File: config.mk
export PLATFORM = sky130hd
export DESIGN_NAME = gobd_line_ram
export DESIGN_NICKNAME = d
export VERILOG_FILES = /design/src/rtl/core/gobd_line_ram.sv
export SDC_FILE = /design/constraint.sdc
export NUM_CORES = 2
export LEC_CHECK = 0
export ABC_CLOCK_PERIOD_IN_PS = 3400
export BUFFER_PORTS_ARGS = -buffer_cell sky130_fd_sc_hd__buf_2
export CORE_MARGIN = 2
export CORE_UTILIZATION = 45
export CTS_BUF_LIST = sky130_fd_sc_hd__clkbuf_4 sky130_fd_sc_hd__clkbuf_8 sky130_fd_sc_hd__clkbuf_16
export DETAILED_ROUTE_END_ITERATION = 8
export GPL_ROUTABILITY_DRIVEN = 0
export PLACE_DENSITY_LB_ADDON = 0.05
export SKIP_CTS_REPAIR_TIMING = 1
export SLEW_MARGIN = 20
export SYNTH_ARGS = -nofsm -noshare
export SYNTH_HDL_FRONTEND = slang
export SYNTH_SLANG_ARGS = --single-unit
File: constraint.sdc
create_clock -name aclk -period 3.4 [get_ports aclk]
set_input_delay 1.02 -clock aclk [delete_from_list [all_inputs] [get_ports aclk]]
set_output_delay 1.02 -clock aclk [all_outputs]
set_load 0.05 [all_outputs]
File: src/rtl/core/gobd_line_ram.sv
// ============================================================================
// gobd_line_ram
// Simple dual-port synchronous RAM, one write and one registered read port.
// ============================================================================
module gobd_line_ram #(
    parameter int DATA_W = 16,
    parameter int DEPTH  = 256
) (
    input  logic                     aclk,
    input  logic                     we,
    input  logic [$clog2(DEPTH)-1:0] waddr,
    input  logic [DATA_W-1:0]        wdata,
    input  logic                     re,
    input  logic [$clog2(DEPTH)-1:0] raddr,
    output logic [DATA_W-1:0]        rdata
);

    logic [DATA_W-1:0] mem [DEPTH];

    always_ff @(posedge aclk) begin
        if (we) begin
            mem[waddr] <= wdata;
        end
    end

    always_ff @(posedge aclk) begin
        if (re) begin
            rdata <= mem[raddr];
        end
    end

endmodule

# == After elaboration in Yosys (flattened, before gate mapping) ==
# Memory sizes are Yosys's and may differ from the RTL's. A register that Yosys moved wholly into a read port is not among the register bits.
# Cells that the tools add are included.
# W data, S select, Z words.
# op_classes
n_mux,2
# ops
op,n
$mux W1,2
# totals
regBits,0
ramBits,4096
input_bits,35
out_inout_bits,16
elab_cells,3
mem_count,1
# memory_table
memory,depth,word_bits,rd,rd_ports_with_merged_regs,wr,line,rtl
mem,256,16,1,1,1,18,logic [DATA_W-1:0] mem [DEPTH];

# == Longest topological paths before layout ==
# depth
depth_word,2
depth_mapped,12
depth_no_buf,6

# == Worst setup path before layout ==
# Ideal clock, no wire load.
# synth_path
path_kind,input port to flip-flop
from,in raddr[0]
to,"reg rdata[4] (read register of mem), data pin"
setup_time_ns,0.265
arrival_time_ns,3.004
required_ns,3.135
setup_slack_ns,0.131
path_stages,8
path_buffers,3
cell_sequence,buf_6 -> buf_6 -> buf_2 -> mux4_2 -> mux4_2 -> a22o_1 -> o32ai_2 -> nor4_2
# synth_lines
element,line,rtl
start: declaration,14,"input logic [$clog2(DEPTH)-1:0] raddr,"
end: declaration,15,output logic [DATA_W-1:0] rdata

==> flow_summary.toml <==
[timing]
finalCriticalPeriod_ps = 3420
finalHoldWorstSlack_ps = 445
finalHoldViolations = 0
fin_setup_tns_ps = -19.8
period_share_pct = 101
fin_ws_ps = -19.8
skew_ps = 38.6
rsz0062_at_grt = "no"
setup_viol = 1
drv_slew = 0
worst_pin_slew_ps = 1250
max_freq_mhz = 292
relSlewSlack_pct = 16.7

[grt]
grt_max_degree = 121
grt_use_total_pct = 26.0
grtUsageMet3_pct = 3.75
gr-total-overflow = 0
gr-usage-met2_pct = 41.7
grt_pass1_wl_mm = 649
busiest_layer = "met2"
antenna_found_initial = 35
grt_use_met1_pct = 37.9
grt_pass1_vias = 80930

[routing]
dr_total_vias = 81653
firstDrtPassIters = 6
drt_iter0_drc = 9392
drt_wl_total_mm = 468
wl_per_cell_um = 34.3
ant_nets = 0
viasPerCell = 5.98
route.detailed.drc = 0

[place]
dp_hpwl_mm = 293
dp_slack_ps = -1550
dp.cells = 12855
portBuffers = 50

[yosys]
ys_seq_elements = 4112
yosys-top-cells-area = "edfxtp_1 78%, mux4_2 11%, mux2i_1 3.6%"
syn_area_sq_mm = 0.159
ys_warn_count = 0
syn_avg_cell_area_sq_um = 21.6
synth_largest_area_cell = "edfxtp_1"
synth_cell_types = 51
mappedNetlistNets = 7395
synth_top_area_share_pct = 77.7
synthCells = 7360
yosysSeqAreaShare_pct = 77.7

[clock_network]
cts_buffers = 431
clkSinkCount = 4112
clk_latency_ps = 960
cts_tree = "yes"
clock_path_buffers = 4
clk_transition_reported_paths_ps = 60
htreeDepth = 5
clockRootBuffer = "clkbuf_16"

[critical_path]
cp_common_cell = "buf_12"
critPathRequiredTime_ps = 4090
critPathBufInv = 6
crit_path_start_kind = "primary input"
path_class = "in2reg"
cp_top_family = "buffers and inverters"
crit_arrival_ps = 4110
crit_chain = "buf_12 > buf_12 > buf_12 > mux4_2 > mux2_2 > a22oi_1 > buf_4 > nand2_1 > buf_12 > o32ai_4 > buf_4 > nor4_1"
r2r_end = "rdata[14]"
worstReg2RegStart = "mem[2][14]"
slowest_stage = "mux4_2"
slowest_delay_ps = 490
worst_setup_path_end_kind = "flop"
reg2reg_slack_ps = 290
rr_worst_depth = 9
crit_fanout = 10

[final_layout]
fill_cells = 27294
nNetsFinal = 8593
drive_gt1_share_pct = 33.5
instances_no_fill = 13654
area_growth_pct = 18.9

[hold_path]
hold_path_startpoint = "wdata[3]"
hp-class = "in2reg"
worstHoldPathCells = 1
hold_end = "mem[230][3]"

[floorplan]
start_util_pct = 45.1
die_h_um = 598
num_io_pins = 51
core_sq_mm = 0.352
rows = 218
die_w_um = 598
die_area_sq_mm = 0.358

[run_status]
status = "finished with violations"
violations = "negative setup slack"

[power]
vdd_drop_max_mv = 0.451
power_density_mw_per_mm2 = 576
p_leak_nw = 61.6

[job]
cap_viol_max_count = 0
-- cell usage after synthesis (all sizes together) --
library cell  count
mux2i           565
a31oi             6
nor4bb            2
and4              2
buf             222
or3               2
a2111oi           6
a22o             32
and3             11
a21oi           175
nor3             92
mux4            797
nor2b             9
mux2             88
clkbuf          230
nand4b            3
nor2            304
or2               5
o31ai            16
nand3            35
nand3b            1
a211oi           18
inv               4
o221ai          253
nor3b             1
edfxtp         4112
a22oi            43
o22ai           148
nand4            26
a21o              2
nand2            38
a221oi           28
o32ai            21
o21ai            38
and2              2
nor4             18
or4b              1
or3b              1
nand2b            3
-- sequential cells by signal, indices dropped and copies added (netlist names) --
signal	count
mem	4096
rdata	16
-- power breakdown --
group / internal [mW] / switching (mW) / total (mW)
logic: 2.44 / 3.86 / 6.30
registers: 55.9 / 0.0715 / 56.0
clock network: 26.9 / 19.6 / 46.5
-- metrics by stage --
stage / power, mW / util (%) / cell area, sq um
finish: 109 / 53.6 / 189000
global route: 112 / 53.6 / 189000
CTS: 110 / 53.6 / 189000
detailed placement: 63.4 / 49.6 / 175000
global placement: 63.3 / 49.6 / 175000
floorplan: 59.9 / - / 159000
-- layout make-up --
class / instances / area (sq um) / area share [%]
Multi-Input combinational cell: 2792 / 33400 / 17.7
Antenna cell: 12 / 30.0 / 0.0159
Clock buffer: 509 / 11500 / 6.08
Inverter: 4 / 27.5 / 0.0146
Sequential cell: 4112 / 123000 / 65.4
Timing Repair Buffer: 1217 / 12000 / 6.37
Tap cell: 4730 / 5920 / 3.13
Clock inverter: 278 / 2510 / 1.33
-- placed cells by master (no fill, tap or decap), types with 12 or more instances in the layout --
cell and n:
nor2_1 154, nor2_2 149, buf_2 29, edfxtp_1 4112, diode_2 12, a22o_1 32
bufinv_16 37, clkinv_1 102, o21ai_0 36, nand3_1 26, a221oi_1 26, mux4_2 797
o22ai_1 148, nor4_1 17, mux2i_1 565, nor3_1 87, buf_12 226, mux2_2 88
buf_4 943, o221ai_1 252, clkinv_2 99, clkbuf_4 72, a21oi_1 175, clkbuf_16 437
a22oi_1 41, clkinvlp_4 16, nand4_1 26, buf_8 17, nand2_1 37, a211oi_1 18
-- routing by layer --
| metal | share of wire (%) | wire [um] |
|---|---|---|
| met5 | 0.0028 | 13 |
| met1 | 43 | 200000 |
| met3 | 6.9 | 32300 |
| met4 | 2.5 | 11600 |
| met2 | 48 | 224000 |
-- worst max path at each step --
| stage | startpoint | end | depth (start not counted) |
|---|---|---|---|
| after detailed placement | raddr[0] | rdata[14] | 12 |
| after global routing | raddr[0] | rdata[14] | 12 |
| after floorplan | raddr[0] | rdata[4] | 8 |
| after global placement | raddr[0] | rdata[14] | 12 |
| after CTS | raddr[0] | rdata[14] | 12 |
| final | raddr[0] | rdata[14] | 12 |
-- worst reg2reg max path, delay by kind of cell (launching register included) --
| family | cells | cell delay (ps) |
|---|---|---|
| and+or+nand+nor | 2 | 180 |
| buffers and inverters | 3 | 590 |
| DFF | 1 | 370 |
| AOI/OAI and AO/OA | 2 | 920 |
| muxes | 2 | 790 |
-- kinds of logic after synthesis --
kind of cell / synth area share [%]
and+or+nand+nor: 1.57
AOI/OAI and AO/OA: 3.53
DFF: 77.7
muxes: 15.5
buffers and inverters: 1.69
Power figures use the tool's default switching activity.
