File: config.mk
export PLATFORM = sky130hd
export DESIGN_NAME = gobd_sum
export DESIGN_NICKNAME = d
export VERILOG_FILES = /design/src/rtl/core/gobd_pkg.sv /design/src/rtl/core/gobd_sum.sv
export SDC_FILE = /design/constraint.sdc
export NUM_CORES = 1
export LEC_CHECK = 0
export BUFFER_PORTS_ARGS = -buffer_cell sky130_fd_sc_hd__buf_2
export CAP_MARGIN = 10
export CELL_PAD_IN_SITES_DETAIL_PLACEMENT = 1
export CELL_PAD_IN_SITES_GLOBAL_PLACEMENT = 2
export CORE_MARGIN = 1
export CORE_UTILIZATION = 39
export DETAILED_ROUTE_END_ITERATION = 12
export PLACE_DENSITY_LB_ADDON = 0.05
export SLEW_MARGIN = 10
export SYNTH_ARGS = -nofsm -noshare
export SYNTH_HDL_FRONTEND = slang
export SYNTH_SLANG_ARGS = --single-unit
File: constraint.sdc
create_clock -name aclk -period 13 [get_ports aclk]
set_clock_uncertainty 0.2 [all_clocks]
set_input_delay 1.3 -clock aclk [delete_from_list [all_inputs] [get_ports aclk]]
set_output_delay 1.3 -clock aclk [all_outputs]
set_load 0.05 [all_outputs]
File: src/rtl/core/gobd_pkg.sv
// ============================================================================
// gobd_pkg
// Shared widths, item codes and the request record for the outline dilation
// block.
// ============================================================================
package gobd_pkg;

    localparam int MAX_WIDTH = 256;

    localparam int CFG_W   = 9;
    localparam int PIX_W   = 8;
    localparam int ADDR_W  = $clog2(MAX_WIDTH);
    localparam int W_W     = $clog2(MAX_WIDTH + 1);
    localparam int COL_W   = $clog2(MAX_WIDTH + 3);
    localparam int DRAIN_W = $clog2(2 * MAX_WIDTH + 5);
    localparam int CSUM_W  = 10;
    localparam int BOX_W   = 12;
    localparam int LINE_W  = 2 * PIX_W;

    localparam logic [CFG_W-1:0] WIDTH_RESET = CFG_W'(16);
    localparam logic [PIX_W-1:0] ALPHA_MAX   = 8'hFF;

    localparam logic OP_PIXEL = 1'b0;
    localparam logic OP_DRAIN = 1'b1;

    typedef struct packed {
        logic              pixel;
        logic [PIX_W-1:0]  value;
        logic [ADDR_W-1:0] addr;
        logic              use_a;
        logic              use_b;
        logic              ge1;
        logic              ge2;
        logic              three;
        logic              row_end;
        logic              frame_end;
    } gobd_req_t;

endpackage

File: src/rtl/core/gobd_sum.sv
// ============================================================================
// gobd_sum
// Result stage: column sum from line-buffer data, 3-wide box sum with
// saturation, row-end expansion to three results, line write-back and the
// output register.
// ============================================================================
module gobd_sum (
    input  logic                              aclk,
    input  logic                              aresetn,
    input  logic                              load,
    input  gobd_pkg::gobd_req_t               req_in,
    input  logic [gobd_pkg::LINE_W-1:0]       ram_q,
    output logic                              free,
    output logic                              wr_en,
    output logic [gobd_pkg::ADDR_W-1:0]       wr_addr,
    output logic [gobd_pkg::LINE_W-1:0]       wr_data,
    output logic                              m_tvalid,
    input  logic                              m_tready,
    output logic [gobd_pkg::PIX_W-1:0]        m_tdata,
    output logic                              m_tlast,
    output logic                              m_tuser
);

    logic                             s1_valid_reg;
    gobd_pkg::gobd_req_t              s1_req_reg;
    logic [1:0]                       step_reg, step_next;
    logic                             byp_valid_reg;
    logic [gobd_pkg::LINE_W-1:0]      byp_data_reg;
    logic [gobd_pkg::CSUM_W-1:0]      prev_reg, prev_next;
    logic [gobd_pkg::CSUM_W-1:0]      prev2_reg, prev2_next;
    logic                             out_valid_reg;
    logic [gobd_pkg::PIX_W-1:0]       alpha_reg;
    logic                             row_end_reg;
    logic                             frame_end_reg;

    logic [gobd_pkg::LINE_W-1:0]      line_q;
    logic [gobd_pkg::PIX_W-1:0]       above;
    logic [gobd_pkg::PIX_W-1:0]       two_above;
    logic [gobd_pkg::CSUM_W-1:0]      colsum;
    logic [gobd_pkg::CSUM_W-1:0]      cs;
    logic [gobd_pkg::BOX_W-1:0]       box;
    logic [gobd_pkg::PIX_W-1:0]       alpha_next;
    logic                             g1, g2;
    logic                             row_end_next, frame_end_next;
    logic                             out_ready, emit, last_step, finish;

    always_comb begin
        line_q    = byp_valid_reg ? byp_data_reg : ram_q;
        above     = line_q[gobd_pkg::LINE_W-1:gobd_pkg::PIX_W];
        two_above = line_q[gobd_pkg::PIX_W-1:0];

        colsum = (s1_req_reg.pixel ? gobd_pkg::CSUM_W'(s1_req_reg.value) : '0)
               + (s1_req_reg.use_a ? gobd_pkg::CSUM_W'(above) : '0)
               + (s1_req_reg.use_b ? gobd_pkg::CSUM_W'(two_above) : '0);

        cs = (step_reg == 2'd0) ? colsum : '0;
        g1 = (step_reg == 2'd0) ? s1_req_reg.ge1 : 1'b1;
        unique case (step_reg)
            2'd0:    g2 = s1_req_reg.ge2;
            2'd1:    g2 = s1_req_reg.ge1;
            default: g2 = 1'b1;
        endcase

        box = gobd_pkg::BOX_W'(cs)
            + (g1 ? gobd_pkg::BOX_W'(prev_reg) : '0)
            + (g2 ? gobd_pkg::BOX_W'(prev2_reg) : '0);
        alpha_next = (box > gobd_pkg::BOX_W'(gobd_pkg::ALPHA_MAX))
                   ? gobd_pkg::ALPHA_MAX : box[gobd_pkg::PIX_W-1:0];

        row_end_next   = (step_reg == 2'd0) ? s1_req_reg.row_end : (step_reg == 2'd2);
        frame_end_next = (step_reg == 2'd0) ? s1_req_reg.frame_end : 1'b0;

        out_ready = !out_valid_reg || m_tready;
        emit      = s1_valid_reg && out_ready;
        last_step = !s1_req_reg.three || (step_reg == 2'd2);
        finish    = emit && last_step;
        free      = !s1_valid_reg || finish;

        step_next = finish ? 2'd0 : (emit ? step_reg + 2'd1 : step_reg);

        prev_next  = prev_reg;
        prev2_next = prev2_reg;
        if (emit) begin
            if (frame_end_next) begin
                prev_next  = '0;
                prev2_next = '0;
            end else begin
                prev_next  = cs;
                prev2_next = prev_reg;
            end
        end

        wr_en   = finish && s1_req_reg.pixel;
        wr_addr = s1_req_reg.addr;
        wr_data = {s1_req_reg.value, above};
    end

    always_ff @(posedge aclk) begin
        if (!aresetn) begin
            s1_valid_reg  <= 1'b0;
            step_reg      <= '0;
            byp_valid_reg <= 1'b0;
            prev_reg      <= '0;
            prev2_reg     <= '0;
            out_valid_reg <= 1'b0;
        end else begin
            step_reg  <= step_next;
            prev_reg  <= prev_next;
            prev2_reg <= prev2_next;
            if (load) begin
                s1_valid_reg  <= 1'b1;
                byp_valid_reg <= wr_en && (wr_addr == req_in.addr);
            end else if (finish) begin
                s1_valid_reg <= 1'b0;
            end
            if (emit) begin
                out_valid_reg <= 1'b1;
            end else if (m_tready) begin
                out_valid_reg <= 1'b0;
            end
        end
    end

    always_ff @(posedge aclk) begin
        if (load) begin
            s1_req_reg   <= req_in;
            byp_data_reg <= wr_data;
        end
        if (emit) begin
            alpha_reg     <= alpha_next;
            row_end_reg   <= row_end_next;
            frame_end_reg <= frame_end_next;
        end
    end

    assign m_tvalid = out_valid_reg;
    assign m_tdata  = alpha_reg;
    assign m_tlast  = row_end_reg;
    assign m_tuser  = frame_end_reg;

    a_load_when_free: assert property (@(posedge aclk) disable iff (!aresetn)
        load |-> free)
        else $error("request loaded while result stage busy");

    a_write_needs_item: assert property (@(posedge aclk) disable iff (!aresetn)
        wr_en |-> (s1_valid_reg && out_ready))
        else $error("line write without a finishing pixel");

    a_single_step: assert property (@(posedge aclk) disable iff (!aresetn)
        (s1_valid_reg && !s1_req_reg.three) |-> (step_reg == 2'd0))
        else $error("step counter moved on a single-result item");

    a_frame_clear: assert property (@(posedge aclk) disable iff (!aresetn)
        (emit && frame_end_next) |=> (prev_reg == '0 && prev2_reg == '0))
        else $error("column history not cleared at frame end");

endmodule

### Word level (Yosys, flattened, before mapping)

Cells that the tools add are included.

| storage, ports and cells | value |
|---|---|
| latch bits | 0 |
| bits of input ports | 44 |
| output and inout bits | 37 |
| memories kept | 0 |
| RAM bits | 0 |
| bits in registers | 75 |
| logic and storage cells | 61 |
| bits in read-only memories | 0 |

| cells by class | value |
|---|---|
| equal/unequal tests | 3 |
| reductions and logical operators | 14 |
| multiply operators | 0 |
| shifts and indexed selects | 0 |
| multiplexer cells | 17 |
| $add $sub $neg | 5 |
| magnitude comparators | 1 |
| bitwise logic cells | 1 |
| divide/modulo/power cells | 0 |

Operators with widths:

| cell | count |
|---|---|
| two-way mux 10 bit | 5 |
| two-way mux 8 bit | 3 |
| two-way mux 16 bit | 1 |
| adder 11 x 10 -> 12 bit | 1 |
| greater-than comparator 12 x 8 -> 1 bit, second input constant | 1 |
| adder 10 x 10 -> 11 bit | 1 |
| adder 9 x 8 -> 10 bit | 1 |
| adder 8 x 8 -> 9 bit | 1 |
| equality test 8 bit | 1 |
| two-way mux 1 bit | 7 |
| logical AND 1 bit | 4 |
| nonzero test 2 bit | 2 |
| zero test 1 bit | 3 |
| logical OR 1 bit | 3 |
| adder 2 x 1 -> 2 bit, second input constant | 1 |
| equality test 2 x 1 -> 1 bit, second input constant | 1 |
| equality test 2 bit, second input constant | 1 |
| zero test 2 bit | 1 |
| one-hot mux 1 bit (2 select lines) | 1 |
| OR reduction 2 bit | 1 |
| NOT 1 bit | 1 |

### Depth between registers and ports, before layout

Gate-level depths: netlist of run 1.

| depth | value |
|---|---|
| depth in word-level cells | 8 |
| gate-level depth with buffers | 20 |
| depth with buffers taken out | 18 |

### Worst setup path after synthesis of run 1

No wires, ideal clock.

| timing path | value |
|---|---|
| path kind | input to register |
| from | input ram_q[9] in the netlist's numbering |
| to | register alpha_reg, in the netlist m_tdata[5], data pin |
| buffers on the path | 0 |
| library setup time | 0.280 ns |
| stages on the path | 17 |
| setup slack | 7.013 ns |
| data required time | 12.520 ns |
| arrival | 5.508 ns |
| path through | mux2_2 and2_1 fa_1 ha_1 fa_1 a21oi_1 o211ai_1 a21oi_1 xnor2_1 and2_1 fa_1 ha_1 a21oi_2 o21ai_1 or3_4 a22oi_4 o2111ai_1 |

| on the way | value |
|---|---|
| longest elaborated chain between the ends | 8 |

Ends and longest elaborated chain:

| element | line | source |
|---|---|---|
| start, declared | gobd_sum.sv:12 | `input logic [gobd_pkg::LINE_W-1:0] ram_q,` |
| two-way mux 16 bit * | gobd_sum.sv:48 | `line_q = byp_valid_reg ? byp_data_reg : ram_q;` |
| two-way mux 8 bit * | gobd_sum.sv:53 | `+ (s1_req_reg.use_a ? gobd_pkg::CSUM_W'(above) : '0)` |
| adder 8 x 8 -> 9 bit * | gobd_sum.sv:53 |  |
| adder 9 x 8 -> 10 bit * | gobd_sum.sv:54 | `+ (s1_req_reg.use_b ? gobd_pkg::CSUM_W'(two_above) : '0);` |
| two-way mux 10 bit * | gobd_sum.sv:56 | `cs = (step_reg == 2'd0) ? colsum : '0;` |
| adder 10 x 10 -> 11 bit * | gobd_sum.sv:65 | `+ (g1 ? gobd_pkg::BOX_W'(prev_reg) : '0)` |
| adder 11 x 10 -> 12 bit * | gobd_sum.sv:66 | `+ (g2 ? gobd_pkg::BOX_W'(prev2_reg) : '0);` |
| greater-than comparator 12 x 8 -> 1 bit | gobd_sum.sv:67 | `alpha_next = (box > gobd_pkg::BOX_W'(gobd_pkg::ALPHA_MAX))` |
| end signal, assigned | gobd_sum.sv:130 | `alpha_reg <= alpha_next;` |
| end, declared | gobd_sum.sv:32 | `logic [gobd_pkg::PIX_W-1:0] alpha_reg;` |

Every way passes the cells marked *; elsewhere a longest branch is shown, timed or not.
A chain may end at the register's enable or synchronous reset.

### Worst setup path after layout of run 1

| timing path | value |
|---|---|
| from | input ram_q[9] in the netlist's numbering |
| to | register alpha_reg, in the netlist m_tdata[4], data pin |

The elaborated chain is that of the path after synthesis.

==> results of run 1 <==
-- synthesized netlist by cell type, types with 2 or more instances --
| library cell | number |
|---|---|
| nand3_1 | 21 |
| a21oi_2 | 2 |
| o21a_1 | 2 |
| a21o_1 | 2 |
| mux2_2 | 15 |
| nand4b_1 | 4 |
| clkbuf_1 | 7 |
| o21ai_1 | 2 |
| and2_1 | 19 |
| a21oi_1 | 17 |
| buf_2 | 4 |
| mux2i_1 | 3 |
| buf_4 | 16 |
| buf_1 | 2 |
| xor2_1 | 10 |
| dfxtp_1 | 25 |
| nand2b_1 | 4 |
| nor3_1 | 5 |
| edfxtp_1 | 50 |
| ha_1 | 19 |
| inv_1 | 28 |
| nor2_1 | 4 |
| nand4_1 | 9 |
| and3_1 | 4 |
| nor3b_1 | 2 |
| a21boi_0 | 17 |
| fa_1 | 20 |
| xnor2_1 | 5 |
| nor4_1 | 2 |
| nand2_1 | 56 |
| nor2b_1 | 7 |
| o21ai_0 | 11 |
-- cell families after synthesis --
family	Yosys count
multiplexers	19
AO/OA/AOI/OAI	67
flip-flops	75
adder cells (fa/ha/maj)	39
XOR/XNOR	15
AND/OR/NAND/NOR	140
buffers and inverters	58
-- tightest hold or removal path, cell delays in order, from the launching register on --
cell and delay [ns]:
dfxtp_1 0.30, nand2_1 0.05, a21boi_0 0.06
-- power by group --
group	internal (mW)	total (mW)	leakage, nW	switching [mW]
Sequential	0.279	0.288	0.687	0.00958
Clock	0.149	0.248	0.133	0.0996
Combinational	0.0684	0.204	1.29	0.135
Total	0.496	0.741	2.11	0.245
-- stage by stage --
step	hold WS, ns	total power, mW
finish	0.262	0.741
global route	0.279	0.782
CTS	0.263	0.754
detailed placement	0.250	0.500
global placement	0.247	0.497
floorplan	0.236	0.448
-- layer usage --
metal	routed length [um]	up-vias	global-route usage, %
li1	-	1557	-
met1	4650	1559	23.5
met2	4720	68	30.9
met3	348	10	2.81
met4	163	0	7.82
met5	0	-	0
-- cell type report --
cell class                 instances  area [sq um]
tap                              140           175
inverter                          29           109
sequential                        75          2000
fill                            1246          5840
clock buffer                      10           229
timing repair buffer              80           400
multi-input combinational        280          2160
clock inverter                     6          65.1
-- path summary, 6_finish.rpt --
path	end	slack, ns	start	cells past startpoint
max	m_tdata[4]$_SDFFCE_PN1P_	7.07	ram_q[9]	18
min	prev2_reg[4]$_SDFFE_PN0P_	0.26	prev2_reg[4]$_SDFFE_PN0P_	2
max reg2reg	m_tdata[4]$_SDFFCE_PN1P_	7.15	byp_valid_reg$_SDFFE_PN0P_	17
min reg2reg	prev2_reg[4]$_SDFFE_PN0P_	0.26	prev2_reg[4]$_SDFFE_PN0P_	2
==> reports/summary.txt, run 1 <==
Kind of critical path = in -> reg
Worst setup margin = 7.07 ns
First-pass GRT wire length = 16400 um
CTS clk-pin slew, worst paths = 0.06 ns
Req. time, crit path = 12.85 ns
Count of cells resized by post-cts repair = 0
Status = complete, no violations
CP peak stage delay = 0.47 ns
Mean number of vias per cell = 5.15
Ys flop type = edfxtp_1
Gr usage total = 18.4%
Drt total wl = 9880 um
# DRC = 0
Post-CTS Setup Repair Bufs = 0
Crit start category = input port
FFs w/ async S/R, synth = 0%
Period utilisation layout = 45.6%
Critical Path Sink Type = flop
Starting density of the core = 40.5%
Share of layout cells above drive strength 1 = 25.2%
PortBufs = 80
Simple-gate share of the synthesized area = 16.0%
Post-synth EDFFs = 50
Worst Max-Slew Pin Slew = 1.01 ns
Leakage = 2.11 nW
Worst rel slew slack = 32.3%
Synth Area per Inst = 10.8 sq um
Synth top area share = 33.8%
Synth Area in Adders = 14.4%
Total global routing overflow = 0
Fin. Hold Viols = 0
Cell Count, Final, Fillers Out = 620
Power per cell area = 144 nW/um^2
First-pass detailed-route iteration total = 4
Cell Area, Synth = 4450 sq um
DP Wirelength = 7360 um
Synth top area cells = edfxtp_1 34%, dfxtp_1 11%, fa_1 9.0%, ha_1 5.3%, nand2_1 4.7%
CTS hold repair buffers = 0
Core area = 11000 sq um
Largest family of logic cells by synthesized area = simple AND/OR/NAND/NOR gates
Critical path's slowest cell = fa_1
CTS buffer count = 9
Synth Warn # = 0
Routed Antenna Nets = 0
DR vias = 3194
Vias in the first global route = 3370
Finished Cell Area = 5140 sq um
Setup Viol. Count Final = 0
Max FFs per register = 16
CP arrival = 5.78 ns
Critical path's most frequent cell = fa_1
Worst path bufs/invs = 1
Crit Path Max Fanout = 8
Total negative slack = 0 ns
Multiplexer area fraction after synthesis = 4.78%
Row cnt = 38
Mapped Cells = 413
Ports = 81
Hold crit path type = reg -> reg
Htree depth = 3
Die Ht = 109 um
Area leader, netlist = edfxtp_1
Clk root buf = clkbuf_16
CTS tree = built
Syn_nets = 496
Achievable clock frequency = 169 MHz
Crit-path cells = buf_2, mux2_2, and2_1, fa_1, ha_1, fa_1, a21oi_1, o211ai_1, a21oi_1, xnor2_1, and2_1, fa_1, ha_1, a21oi_2, o21ai_1, or3_4, a22oi_4, nand4_1
Inserted Diodes = 0
Cell variety after synth = 51
Register bit total from synthesis = 75
RSZ-0062 raised after global routing = false
DP Area = 4850 sq um
Die Width = 109 um
Pre-CTS WS = 6.70 ns
Largest net degree at the start of global routing = 43
Clk Latency, worst-skew pair = 0.33 ns
Final Util = 46.8%
Fin crit period = 5.93 ns
Post-synthesis compound-gate area fraction = 10.6%
Total of max-cap violations = 0
Routed WL per cell = 15.9 um
XOR/XNOR share of the synthesized area = 2.95%
Die area = 11800 sq um
Max clock buf depth = 2
Most frequent cells in the layout = 80 x buf_2, 56 x nand2_1, 50 x edfxtp_1
Drt first-iter violations = 119
Nets@finish = 558
Post-synthesis sequential area ratio = 45.0%
Final GP Congestion = 0.737
Max Slew Vio Count = 0
Area growth, synth to finish = 15.6%
Commonest non-fill, non-tap cell in the layout = buf_2
Placed insts = 604
Cell family with most CP delay = adder cells
Worst vdd ir = 0.0661 mV
Clock Sinks = 75
Initial antenna violation count = 0
No activity file was read; power rests on OpenSTA's default activity.
==> inputs of run 2 (changes only) <==
Settings changed: CORE_UTILIZATION 39 to 36.
Clock period 13 ns to 6.1 ns, I/O delays scaled along.
==> run 2 against run 1 <==
  * First-iteration DRC count down 11%
  * Highest routed layer unchanged
  * Utilization down 3.9 points
  * Largest cell class unchanged
  * Cell count up 1.5%
==> reports/summary.txt, run 2 (synthesis results as in run 1) <==
Critical path's slowest cell = fa_1
First-pass GRT wire length = 17000 um
Crit-path cells = mux2_2, and2_1, fa_1, ha_1, fa_1, a21oi_1, o211ai_1, a21oi_1, xnor2_1, and2_1, fa_1, ha_1, a21oi_2, o21ai_1, or3_4, a22oi_4, o2111ai_1
Total of max-cap violations = 0
Cell family with most CP delay = adder cells
CTS hold repair buffers = 0
Clock Sinks = 75
Vias in the first global route = 3392
Inserted Diodes = 0
Die area = 12800 sq um
Die Width = 113 um
Cell Count, Final, Fillers Out = 629
DR vias = 3166
Kind of critical path = reg -> reg
Register area = 2000 sq um
Row cnt = 40
Routed Antenna Nets = 0
Setup Viol. Count Final = 0
Number of fill cells in the layout = 1359
Crit start category = flop
Total global routing overflow = 0
Core area = 12000 sq um
Achievable clock frequency = 186 MHz
Mean number of vias per cell = 5.03
Met3 usage = 3.70%
Met2 usage = 28.3%
Critical path's most frequent cell = fa_1
Share of layout cells above drive strength 1 = 25.3%
Nets@finish = 560
Die Ht = 113 um
Crit Path Max Fanout = 8
Final GP Congestion = 0.716
Most frequent cells in the layout = 80 x buf_2, 56 x nand2_1, 50 x edfxtp_1
PortBufs = 80
Area growth, synth to finish = 16.0%
Met1 usage = 22.4%
Multi-input logic area = 2160 sq um
Max Slew Vio Count = 0
Critical Path Sink Type = flop
Worst path bufs/invs = 0
Htree depth = 3
First-pass detailed-route iteration total = 4
Drt total wl = 10000 um
GRT busiest layer = met2
Ports = 81
Max clock buf depth = 2
CTS tree = built
Placed insts = 613
Power per cell area = 306 nW/um^2
Max FFs per register = 16
CP arrival = 5.23 ns
RSZ-0062 raised after global routing = false
Commonest non-fill, non-tap cell in the layout = buf_2
Period utilisation layout = 88.1%
Initial antenna violation count = 0
Clk root buf = clkbuf_16
Worst rel slew slack = 36.9%
Routed WL per cell = 15.9 um
DP Wirelength = 7350 um
Fin. Hold Viols = 0
Status = complete, no violations
Starting density of the core = 37.0%
CTS buffer count = 9
Worst vdd ir = 0.156 mV
Hold crit path type = in -> reg
Leakage = 2.13 nW
Drt first-iter violations = 106
Gr usage total = 17.3%
# DRC = 0
Count of cells resized by post-cts repair = 0
Clk Latency, worst-skew pair = 0.33 ns
Pwr Total = 1.58 mW
Post-CTS Setup Repair Bufs = 0
Total negative slack = 0 ns
Req. time, crit path = 5.96 ns
CP peak stage delay = 0.48 ns
CTS clk-pin slew, worst paths = 0.06 ns
Fin crit period = 5.37 ns
Largest net degree at the start of global routing = 43
Worst Max-Slew Pin Slew = 0.946 ns
==> run 2: cell count changes in the layout (fill, tap and decap cells not counted), sizes merged <==
cell	previous run	this run
clkinvlp	3	1
buf	80	82
inv	29	28
clkbuf	10	12
clkinv	2	3
==> run 2: final cells by class <==
type / instances / share of cell area [%]
inverter: 29 / 2.11
timing repair buffer: 82 / 8.05
clock buffer: 12 / 4.58
tap: 147 / 3.56
multi-input combinational: 280 / 41.9
clock inverter: 4 / 0.994
sequential: 75 / 38.8
==> run 2: worst paths after layout <==
| kind | startpoint | endpoint | slack [ns] | depth (start not counted) |
|---|---|---|---|---|
| min | req_in[20] | wr_data[13]$_DFFE_PP_ | 0.25 | 1 |
| max reg2reg | byp_valid_reg$_SDFFE_PN0P_ | m_tdata[5]$_SDFFCE_PN1P_ | 0.73 | 17 |
| min reg2reg | prev2_reg[4]$_SDFFE_PN0P_ | prev2_reg[4]$_SDFFE_PN0P_ | 0.26 | 2 |
| max | byp_valid_reg$_SDFFE_PN0P_ | m_tdata[5]$_SDFFCE_PN1P_ | 0.73 | 17 |
==> run 2: per-layer routing <==
layer	wire [um]	part of all wire (%)
met1	4860	48
met2	4630	46
met3	372	3.7
met4	153	1.5
met5	0	0
==> run 2: report_power, final <==
group | total (mW) | switching, mW | internal, mW
Combinational | 0.436 | 0.291 | 0.146
Sequential | 0.615 | 0.0208 | 0.594
Clock | 0.529 | 0.211 | 0.317
==> run 2: through the flow <==
step / hold WS [ns] / area [sq um] / setup WS [ns] / util, %
final: 0.248 / 5160 / 0.728 / 43.0
after global routing: 0.230 / 5160 / 0.336 / 43.0
after CTS: 0.229 / 5160 / 0.667 / 43.0
after detailed placement: 0.252 / 4870 / 0.517 / 40.6
after global placement: 0.248 / 4870 / 0.611 / 40.6
after floorplan: 0.236 / 4450 / 0.745 / -
